`src/koct_pkg.sv`:
```
// Shared types, constants and codes of the keyed outcome counter table.
package koct_pkg;

  localparam int unsigned KEY_W = 16;
  localparam int unsigned Q_W   = 17;
  localparam int unsigned G_W   = 32;

  localparam logic [1:0] OP_RECORD   = 2'd0;
  localparam logic [1:0] OP_FEEDBACK = 2'd1;
  localparam logic [1:0] OP_QUERY    = 2'd2;
  localparam logic [1:0] OP_SPARE    = 2'd3;

  localparam logic [1:0] ST_OK        = 2'd0;
  localparam logic [1:0] ST_FULL      = 2'd1;
  localparam logic [1:0] ST_NOT_FOUND = 2'd2;

  localparam logic [0:0] REG_THRESHOLD = 1'd0;
  localparam logic [16:0] THRESHOLD_RESET = 17'd32768;

  typedef struct packed {
    logic [1:0]  operation;
    logic [15:0] position;
    logic        avoided;
    logic        predicted;
  } in_item_t;

  typedef struct packed {
    logic [1:0]  status;
    logic [23:0] observations;
    logic [23:0] avoidances;
    logic [16:0] ratio;
    logic        predict_avoid;
    logic [16:0] global_ratio;
    logic [16:0] accuracy;
    logic [31:0] feedback_count;
  } out_item_t;

  typedef enum logic [3:0] {
    S_IDLE,
    S_SEARCH_RD,
    S_SEARCH_CMP,
    S_UPDATE,
    S_DIV_E_START,
    S_DIV_E,
    S_DIV_G_START,
    S_DIV_G,
    S_DIV_A_START,
    S_DIV_A,
    S_DONE
  } state_t;

  // Divider handshake between the sequencer and the shared divider.
  typedef struct packed {
    logic        start;
    logic [31:0] num;
    logic [31:0] den;
  } div_req_t;

  typedef struct packed {
    logic        done;
    logic [16:0] quot;
  } div_rsp_t;

endpackage

```
`src/koct_div.sv`:
```
// Restoring divider computing floor((num << 16) / den) truncated to its low 17 bits, one bit a cycle.
module koct_div (
  input  logic              clk,
  input  logic              rst_n,
  input  koct_pkg::div_req_t req,
  output koct_pkg::div_rsp_t rsp
);

  // The quotient of a ratio within range never exceeds 17 bits; the caller
  // only divides num <= den, so 17 quotient bits are all that is needed.
  logic [47:0] rem_r, rem_nxt;
  logic [47:0] num_r, num_nxt;
  logic [31:0] den_r, den_nxt;
  logic [16:0] quot_r, quot_nxt;
  logic [5:0]  cnt_r, cnt_nxt;
  logic        busy_r, busy_nxt;
  logic        done_r, done_nxt;
  logic [48:0] trial;

  always_comb begin
    rem_nxt  = rem_r;
    num_nxt  = num_r;
    den_nxt  = den_r;
    quot_nxt = quot_r;
    cnt_nxt  = cnt_r;
    busy_nxt = busy_r;
    done_nxt = 1'b0;
    trial    = '0;
    if (req.start) begin
      rem_nxt  = '0;
      num_nxt  = {req.num, 16'd0};
      den_nxt  = req.den;
      quot_nxt = '0;
      cnt_nxt  = 6'd48;
      busy_nxt = (req.den != 32'd0);
      done_nxt = (req.den == 32'd0);
    end else if (busy_r) begin
      trial   = {rem_r, num_r[47]} - {17'd0, den_r};
      num_nxt = {num_r[46:0], 1'b0};
      if (!trial[48]) begin
        rem_nxt  = trial[47:0];
        quot_nxt = {quot_r[15:0], 1'b1};
      end else begin
        rem_nxt  = {rem_r[46:0], num_r[47]};
        quot_nxt = {quot_r[15:0], 1'b0};
      end
      cnt_nxt = cnt_r - 6'd1;
      if (cnt_r == 6'd1) begin
        busy_nxt = 1'b0;
        done_nxt = 1'b1;
      end
    end
  end

  always_ff @(posedge clk) begin
    rem_r  <= rem_nxt;
    num_r  <= num_nxt;
    den_r  <= den_nxt;
    quot_r <= quot_nxt;
    cnt_r  <= cnt_nxt;
    if (!rst_n) begin
      busy_r <= 1'b0;
      done_r <= 1'b0;
    end else begin
      busy_r <= busy_nxt;
      done_r <= done_nxt;
    end
  end

  assign rsp.done = done_r;
  assign rsp.quot = quot_r;

endmodule

```
`src/koct_mem.sv`:
```
// Entry store: key and both counters per entry, one write and one registered read port.
module koct_mem #(
  parameter int unsigned DEPTH = 64,
  parameter int unsigned CW    = 24,
  localparam int unsigned AW   = (DEPTH > 1) ? $clog2(DEPTH) : 1
) (
  input  logic                      clk,
  input  logic [AW-1:0]             rd_addr,
  output logic [koct_pkg::KEY_W-1:0] rd_key,
  output logic [CW-1:0]             rd_obs,
  output logic [CW-1:0]             rd_avd,
  input  logic                      wr_en,
  input  logic [AW-1:0]             wr_addr,
  input  logic [koct_pkg::KEY_W-1:0] wr_key,
  input  logic [CW-1:0]             wr_obs,
  input  logic [CW-1:0]             wr_avd
);

  logic [koct_pkg::KEY_W+2*CW-1:0] mem [DEPTH];

  always_ff @(posedge clk) begin
    if (wr_en) begin
      mem[wr_addr] <= {wr_key, wr_obs, wr_avd};
    end
    {rd_key, rd_obs, rd_avd} <= mem[rd_addr];
  end

endmodule

```
`src/keyed_outcome_counter_table.sv`:
```
// Top level of the keyed outcome counter table: sequencer, totals and result register.
//
// Usage: raise start with the in_item payload while busy is low; the
// transaction is accepted at that edge and busy rises. The sequencer
// searches the entry store linearly, each entry taking a read state and a
// compare state, since the read port is registered. The entry is then
// updated in S_UPDATE and three ratios go in turn through one shared
// restoring divider, which skips its iterations and gives zero when the
// denominator is zero. The result follows the last ratio, and busy falls
// in the cycle after the result.
// The result appears on out_item for exactly one cycle with out_valid high;
// the receiver cannot stall it, so it must take it in that cycle.
// The threshold register sits at APB address 0; pready is always high.
// Reset (rst_n low, synchronous) empties the table, zeroes all totals and
// sets the threshold to 32768. Entry contents are not cleared: only entries
// below the fill count are ever read.
module keyed_outcome_counter_table #(
  parameter int unsigned TABLE_ENTRIES = 64,
  parameter int unsigned COUNT_BITS    = 24
) (
  input  logic                clk,
  input  logic                rst_n,
  input  logic                start,
  output logic                busy,
  input  koct_pkg::in_item_t  in_item,
  output logic                out_valid,
  output koct_pkg::out_item_t out_item,
  input  logic                cfg_psel,
  input  logic                cfg_penable,
  input  logic                cfg_pwrite,
  input  logic [0:0]          cfg_paddr,
  input  logic [31:0]         cfg_pwdata,
  output logic [31:0]         cfg_prdata,
  output logic                cfg_pready
);

  localparam int unsigned AW = (TABLE_ENTRIES > 1) ? $clog2(TABLE_ENTRIES) : 1;
  localparam int unsigned UW = $clog2(TABLE_ENTRIES + 1);
  localparam logic [COUNT_BITS-1:0] CMAX = '1;
  localparam logic [UW-1:0] FULL = UW'(TABLE_ENTRIES);

  koct_pkg::state_t state_r, state_nxt;
  koct_pkg::in_item_t item_r;
  logic [16:0] thr_r;
  logic [UW-1:0] used_r, used_nxt;
  logic [UW-1:0] idx_r, idx_nxt;
  logic          found_r, found_nxt;
  logic [31:0] gobs_r, gobs_nxt, gavd_r, gavd_nxt, fbt_r, fbt_nxt, cor_r, cor_nxt;
  logic [COUNT_BITS-1:0] obs_r, obs_nxt, avd_r, avd_nxt;
  logic [1:0]  status_r, status_nxt;
  logic [16:0] ratio_r, gratio_r, acc_r;
  logic        out_valid_r;

  logic [koct_pkg::KEY_W-1:0] rd_key;
  logic [COUNT_BITS-1:0] rd_obs, rd_avd;
  logic          wr_en;
  logic [AW-1:0] rd_addr;
  koct_pkg::div_req_t dreq;
  koct_pkg::div_rsp_t drsp;

  logic write_cfg;
  assign write_cfg  = cfg_psel && cfg_penable && cfg_pwrite;
  assign cfg_pready = 1'b1;
  assign cfg_prdata = (cfg_paddr == koct_pkg::REG_THRESHOLD) ? {15'd0, thr_r} : 32'd0;

  assign rd_addr = idx_r[AW-1:0];

  koct_mem #(.DEPTH(TABLE_ENTRIES), .CW(COUNT_BITS)) u_mem (
    .clk     (clk),
    .rd_addr (rd_addr),
    .rd_key  (rd_key),
    .rd_obs  (rd_obs),
    .rd_avd  (rd_avd),
    .wr_en   (wr_en),
    .wr_addr (idx_r[AW-1:0]),
    .wr_key  (item_r.position),
    .wr_obs  (obs_nxt),
    .wr_avd  (avd_nxt)
  );

  koct_div u_div (
    .clk   (clk),
    .rst_n (rst_n),
    .req   (dreq),
    .rsp   (drsp)
  );

  logic is_count;
  logic twice;
  assign is_count = (item_r.operation == koct_pkg::OP_RECORD) ||
                    (item_r.operation == koct_pkg::OP_FEEDBACK);
  assign twice = (item_r.operation == koct_pkg::OP_FEEDBACK) &&
                 (item_r.predicted != item_r.avoided);

  // Next state.
  always_comb begin
    state_nxt = state_r;
    unique case (state_r)
      koct_pkg::S_IDLE:       if (start) state_nxt = koct_pkg::S_SEARCH_RD;
      koct_pkg::S_SEARCH_RD: begin
        if (idx_r >= used_r) state_nxt = koct_pkg::S_UPDATE;
        else state_nxt = koct_pkg::S_SEARCH_CMP;
      end
      koct_pkg::S_SEARCH_CMP: begin
        if (rd_key == item_r.position) state_nxt = koct_pkg::S_UPDATE;
        else state_nxt = koct_pkg::S_SEARCH_RD;
      end
      koct_pkg::S_UPDATE:      state_nxt = koct_pkg::S_DIV_E_START;
      koct_pkg::S_DIV_E_START: state_nxt = koct_pkg::S_DIV_E;
      koct_pkg::S_DIV_E:       if (drsp.done) state_nxt = koct_pkg::S_DIV_G_START;
      koct_pkg::S_DIV_G_START: state_nxt = koct_pkg::S_DIV_G;
      koct_pkg::S_DIV_G:       if (drsp.done) state_nxt = koct_pkg::S_DIV_A_START;
      koct_pkg::S_DIV_A_START: state_nxt = koct_pkg::S_DIV_A;
      koct_pkg::S_DIV_A:       if (drsp.done) state_nxt = koct_pkg::S_DONE;
      koct_pkg::S_DONE:        state_nxt = koct_pkg::S_IDLE;
      default:                 state_nxt = koct_pkg::S_IDLE;
    endcase
  end

  // Datapath and outputs.
  always_comb begin
    logic [2:0] n;
    logic [COUNT_BITS:0] so, sa;
    logic [2:0] go, ga;
    idx_nxt    = idx_r;
    found_nxt  = found_r;
    used_nxt   = used_r;
    gobs_nxt   = gobs_r;
    gavd_nxt   = gavd_r;
    fbt_nxt    = fbt_r;
    cor_nxt    = cor_r;
    obs_nxt    = obs_r;
    avd_nxt    = avd_r;
    status_nxt = status_r;
    wr_en      = 1'b0;
    dreq       = '0;
    n  = twice ? 3'd3 : 3'd1;
    so = '0;
    sa = '0;
    go = '0;
    ga = '0;
    unique case (state_r)
      koct_pkg::S_IDLE: begin
        idx_nxt   = '0;
        found_nxt = 1'b0;
      end
      koct_pkg::S_SEARCH_CMP: begin
        if (rd_key == item_r.position) begin
          found_nxt = 1'b1;
          obs_nxt   = rd_obs;
          avd_nxt   = rd_avd;
        end else begin
          idx_nxt = idx_r + UW'(1);
        end
      end
      koct_pkg::S_UPDATE: begin
        status_nxt = koct_pkg::ST_OK;
        if (item_r.operation == koct_pkg::OP_FEEDBACK) begin
          if (fbt_r != '1) fbt_nxt = fbt_r + 32'd1;
          if (item_r.predicted == item_r.avoided && cor_r != '1) cor_nxt = cor_r + 32'd1;
        end
        if (!found_r) begin
          obs_nxt = '0;
          avd_nxt = '0;
        end
        if (is_count) begin
          if (!found_r && used_r == FULL) begin
            status_nxt = koct_pkg::ST_FULL;
          end else begin
            if (!found_r) begin
              used_nxt = used_r + UW'(1);
              so = '0;
              sa = '0;
            end else begin
              so = {1'b0, obs_r};
              sa = {1'b0, avd_r};
            end
            // Saturating increment by n, counting how many steps really happened.
            if (so + (COUNT_BITS+1)'(n) > {1'b0, CMAX}) go = 3'(CMAX - so[COUNT_BITS-1:0]);
            else go = n;
            if (!item_r.avoided) ga = '0;
            else if (sa + (COUNT_BITS+1)'(n) > {1'b0, CMAX})
              ga = 3'(CMAX - sa[COUNT_BITS-1:0]);
            else ga = n;
            obs_nxt = so[COUNT_BITS-1:0] + COUNT_BITS'(go);
            avd_nxt = sa[COUNT_BITS-1:0] + COUNT_BITS'(ga);
            gobs_nxt = (gobs_r > 32'hFFFF_FFFF - 32'(go)) ? '1 : gobs_r + 32'(go);
            gavd_nxt = (gavd_r > 32'hFFFF_FFFF - 32'(ga)) ? '1 : gavd_r + 32'(ga);
            wr_en = 1'b1;
          end
        end else if (!found_r) begin
          status_nxt = koct_pkg::ST_NOT_FOUND;
        end
      end
      koct_pkg::S_DIV_E_START: begin
        dreq.start = 1'b1;
        dreq.num   = 32'(avd_r);
        dreq.den   = 32'(obs_r);
      end
      koct_pkg::S_DIV_G_START: begin
        dreq.start = 1'b1;
        dreq.num   = gavd_r;
        dreq.den   = gobs_r;
      end
      koct_pkg::S_DIV_A_START: begin
        dreq.start = 1'b1;
        dreq.num   = cor_r;
        dreq.den   = fbt_r;
      end
      default: begin
      end
    endcase
  end

  always_ff @(posedge clk) begin
    if (state_r == koct_pkg::S_IDLE && start) item_r <= in_item;
    obs_r    <= obs_nxt;
    avd_r    <= avd_nxt;
    status_r <= status_nxt;
    if (state_r == koct_pkg::S_DIV_E && drsp.done) ratio_r  <= drsp.quot;
    if (state_r == koct_pkg::S_DIV_G && drsp.done) gratio_r <= drsp.quot;
    if (state_r == koct_pkg::S_DIV_A && drsp.done) acc_r    <= drsp.quot;
    if (!rst_n) begin
      state_r     <= koct_pkg::S_IDLE;
      thr_r       <= koct_pkg::THRESHOLD_RESET;
      used_r      <= '0;
      idx_r       <= '0;
      found_r     <= 1'b0;
      gobs_r      <= '0;
      gavd_r      <= '0;
      fbt_r       <= '0;
      cor_r       <= '0;
      out_valid_r <= 1'b0;
    end else begin
      state_r     <= state_nxt;
      used_r      <= used_nxt;
      idx_r       <= idx_nxt;
      found_r     <= found_nxt;
      gobs_r      <= gobs_nxt;
      gavd_r      <= gavd_nxt;
      fbt_r       <= fbt_nxt;
      cor_r       <= cor_nxt;
      out_valid_r <= (state_r == koct_pkg::S_DIV_A) && drsp.done;
      if (write_cfg && cfg_paddr == koct_pkg::REG_THRESHOLD) thr_r <= cfg_pwdata[16:0];
    end
  end

  assign busy      = (state_r != koct_pkg::S_IDLE);
  assign out_valid = out_valid_r;

  always_comb begin
    out_item.status         = status_r;
    out_item.observations   = 24'(obs_r);
    out_item.avoidances     = 24'(avd_r);
    out_item.ratio          = ratio_r;
    out_item.predict_avoid  = (ratio_r >= thr_r);
    out_item.global_ratio   = gratio_r;
    out_item.accuracy       = acc_r;
    out_item.feedback_count = fbt_r;
  end

endmodule

```
`config.mk`:
```
export PLATFORM = sky130hd
export DESIGN_NAME = keyed_outcome_counter_table
export DESIGN_NICKNAME = d
export VERILOG_FILES = /design/src/koct_pkg.sv /design/src/koct_div.sv /design/src/koct_mem.sv /design/src/keyed_outcome_counter_table.sv
export SDC_FILE = /design/constraint.sdc
export NUM_CORES = 2
export LEC_CHECK = 0
export BUFFER_PORTS_ARGS = -buffer_cell sky130_fd_sc_hd__buf_2
export CAP_MARGIN = 20
export CORE_MARGIN = 4
export CORE_UTILIZATION = 26
export CTS_CLUSTER_DIAMETER = 150
export DETAILED_ROUTE_END_ITERATION = 10
export PLACE_DENSITY = 0.41
export SYNTH_ARGS = -nofsm -noshare
export SYNTH_HDL_FRONTEND = slang
export SYNTH_SLANG_ARGS = --single-unit
```
`constraint.sdc`:
```
create_clock -name clk -period 11.5 [get_ports clk]
set_clock_uncertainty 0.15 [all_clocks]
set_input_delay 1.725 -clock clk [delete_from_list [all_inputs] [get_ports clk]]
set_output_delay 1.725 -clock clk [all_outputs]
set_load 0.02 [all_outputs]
```
==> results.py <==
metrics = {
    "timing": {
        "slew_headroom_pct": 18.3,
        "hold_viol": 0,
        "finalSetupTns_ns": 0,
        "final-setup-viol-count": 0,
        "worst_pin_slew_ns": 1.21,
        "fin_ws_ns": 3.96,
        "rsz0062_at_grt": "false",
        "period_share_pct": 65.6,
        "hold_ws_ns": 0.308,
        "max_freq_mhz": 133,
        "fin_crit_ns": 7.54,
        "final-max-slew-violation-count": 0,
    },
    "route": {
        "via_count": 105000,
        "postRouteAntennaNets": 0,
        "drt_iter0_markers": 12400,
        "wl_per_cell_um": 33.5,
        "viasPerCell": 5.34,
        "remaining_drc_errors": 0,
        "totalWireLength_mm": 660,
        "dr.pass1.iters": 8,
    },
    "layout": {
        "fillers": 64100,
        "final_common_cell": "edfxtp_1",
        "synthToLayoutAreaGrowth_pct": 16.9,
        "num-nets-final": 10800,
        "layout-drive-gt1-share_pct": 13.2,
        "final_cell_mix": "edfxtp_1 (4,233), a22oi_1 (1,432), clkbuf_16 (480)",
        "final_util_pct": 30.5,
    },
    "cts": {
        "cts_tree": "yes",
        "cts.sinks": 4583,
        "cts_root_buffer": "clkbuf_16",
        "clk_latency_ns": 1.07,
        "cts_setup_buffers": 0,
        "clk_path_buf_depth": 4,
        "htreeDepth": 5,
        "clk_pin_slew_ns": 0.07,
        "cts_buffers": 478,
        "post_cts_resized": 0,
        "hold_buffers": 0,
    },
    "yosys": {
        "synth_area_mm2": 0.171,
        "synth_area_per_cell_um2": 16.7,
        "yosysSeqAreaShare_pct": 78.6,
        "synthCells": 10200,
        "synth.ff_latch_count": 4583,
        "yosys_warnings": 0,
        "synth_cell_types": 96,
        "synthArstFlopShare_pct": 0,
        "synth_edf_count": 4233,
        "synthFlopType": "edfxtp_1",
    },
    "floorplanning": {
        "dieHeight_um": 818,
        "core-area_mm2": 0.654,
        "die_w_um": 818,
        "ios": 228,
        "die-area_mm2": 0.669,
        "rows": 297,
        "start_util_pct": 26.1,
    },
    "grt": {
        "grt_start_max_net_pins": 109,
        "grt_pass1_vias": 103000,
        "track_usage_pct": 18.9,
        "grt_pass1_wl_mm": 889,
        "grt_overflow_total": 0,
        "antenna_found_initial": 47,
    },
    "pwr": {
        "power.share.clock_pct": 43.5,
        "sequentialPowerShare_pct": 52.9,
        "p_per_area_mw_per_mm2": 174,
        "intPower_mw": 27.1,
        "ir_drop_mv": 0.129,
        "switching_power_mw": 7.61,
        "p_comb_share_pct": 3.5,
        "swShare_pct": 21.9,
        "power.leakage_nw": 65.3,
    },
    "run_status": {
        "run_status": "completed",
    },
    "critical_path": {
        "critPathCaptureType": "register",
        "reg2reg_depth": 21,
        "cp_max_fo": 65,
        "crit-reg2reg-launch": "found_r$_SDFFE_PN0P_",
        "path_class": "reg -> reg",
        "required_ns": 12.08,
        "r2r_end": "u_mem.mem[44][20]$_DFFE_PP_",
        "r2r_slack_ns": 3.96,
        "start_kind": "register",
        "cp.arrival_ns": 8.12,
    },
    "place": {
        "pre_cts_slack_ns": 4.08,
        "hpwl_mm": 354,
        "portBuffers": 196,
        "routabilityCongestion": 0.829,
    },
    "hold_path": {
        "min_from": "thr_r[16]$_SDFFE_PN0P_",
        "hold_path.class": "reg -> reg",
        "holdPathEnd": "thr_r[16]$_SDFFE_PN0P_",
        "holdPathStages": 2,
    },
    "job": {
        "maxCapViolations": 0,
    },
}
per-stage QoR:
step / instance area (um2) / instances / power [mW]
5_1_grt: 199000 / 19700 / 35.8
2_1_floorplan: 171000 / 10200 / 19.5
4_1_cts: 199000 / 19700 / 35.0
6_report: 199000 / 19700 / 34.7
3_5_place_dp: 184000 / 18800 / 19.9
3_3_place_gp: 184000 / 18800 / 19.9
state kept, by name, indices dropped and copies added (netlist names), 20 cells and up:
signal	cells
avd_r	24
cor_r	32
fbt_r	32
gavd_r	32
gobs_r	32
item_r	20
obs_r	24
u_div.den_r	32
u_div.num_r	32
u_div.rem_r	48
u_mem.mem	4096
u_mem.rd_avd	24
u_mem.rd_obs	24
power groups by stage:
stage	logic [mW]	registers (mW)	clock network, mW
floorplan	0.808	18.7	0
global placement	1.20	18.7	0
detailed placement	1.22	18.7	0
finish	1.23	18.3	15.1
CTS	1.23	18.3	15.4
global route	1.36	18.4	16.1
cell families (layout without fill, tap and decap cells):
family / Yosys count / count (layout) / share of synthesized area, %
flops: 4583 / 4583 / 78.6
compound gates: 3159 / 3159 / 13.7
simple gates: 1329 / 1329 / 3.99
buf+inv: 823 / 1616 / 1.87
xor+xnor: 204 / 204 / 1.05
fa+ha+maj: 85 / 85 / 0.645
mux: 30 / 30 / 0.176
other cells: 2 / 29 / 0.00440
worst max path at each step:
stage / depth (start not counted) / slack, ns / startpoint / end
after floorplan: 22 / 0.79 / found_r$_SDFFE_PN0P_ / u_mem.mem[0][35]$_DFFE_PP_
after global placement: 20 / 4.02 / found_r$_SDFFE_PN0P_ / u_mem.mem[32][35]$_DFFE_PP_
after detailed placement: 19 / 4.08 / found_r$_SDFFE_PN0P_ / u_mem.mem[39][35]$_DFFE_PP_
after CTS: 19 / 3.97 / found_r$_SDFFE_PN0P_ / u_mem.mem[34][35]$_DFFE_PP_
after global routing: 21 / 3.51 / found_r$_SDFFE_PN0P_ / u_mem.mem[44][20]$_DFFE_PP_
final: 21 / 3.96 / found_r$_SDFFE_PN0P_ / u_mem.mem[44][20]$_DFFE_PP_
worst max-delay path, cell delays in order, from the launching register on:
cell	delay [ns]
dfxtp_2	0.31
buf_4	0.33
buf_4	0.48
nand2_1	0.31
fa_1	0.53
nand4b_4	0.24
nor4_2	0.44
a211oi_1	0.15
a31o_2	0.25
o22a_1	0.21
a31oi_1	0.64
o21ai_0	0.29
inv_1	0.15
ha_1	0.23
ha_1	0.21
a21oi_1	0.11
a21oi_2	0.40
nor3b_2	0.50
nand4_1	0.17
or3_1	0.35
nand3_2	0.07
buf_4	0.51
layout make-up:
class / instances / area [um2] / area share (%)
antenna: 13 / 32.5 / 0.0163
tap: 8671 / 10800 / 5.44
clock inverter: 253 / 2300 / 1.15
clock buffer: 627 / 12900 / 6.47
multi-input combinational: 4823 / 34400 / 17.2
timing repair buffer: 600 / 4390 / 2.20
sequential: 4583 / 134000 / 67.2
inverter: 136 / 513 / 0.257
metal layers:
metal  global-route usage (%)  vias to the layer above  part of all wire, %
met1                     25.4                    56500                   42
li1                         -                    43000                    -
met4                     5.25                        6                  3.0
met3                     2.79                      957                  6.9
met5                        0                        -               0.0055
met2                     31.7                     4626                   48
synth_stat cells (12+ instances only):
cell	count	area share, %
a21o_1	31	0.14
buf_1	78	0.17
a211oi_1	23	0.10
edfxtp_1	4233	74
clkbuf_1	567	1.2
a222oi_1	59	0.35
and2_1	30	0.11
a22o_1	331	1.7
nand3_1	157	0.46
mux2i_1	30	0.18
nand4_1	198	0.73
xor2_1	116	0.60
nand2b_1	22	0.081
xnor2_1	88	0.45
inv_1	134	0.29
a31oi_1	310	1.1
a21oi_1	349	1.0
or3_1	26	0.095
nor3_1	53	0.16
nor2b_1	16	0.059
nor2_1	308	0.68
buf_2	20	0.059
a41oi_1	72	0.37
or4_1	12	0.053
a22oi_1	1432	6.3
o21a_1	15	0.066
dfxtp_1	350	4.1
o21ai_0	128	0.38
a221oi_1	321	1.6
and3_1	47	0.17
nor4_1	78	0.29
ha_1	79	0.58
nand2_1	298	0.66
buf_4	20	0.088
(Power assumes the default switching activity.)
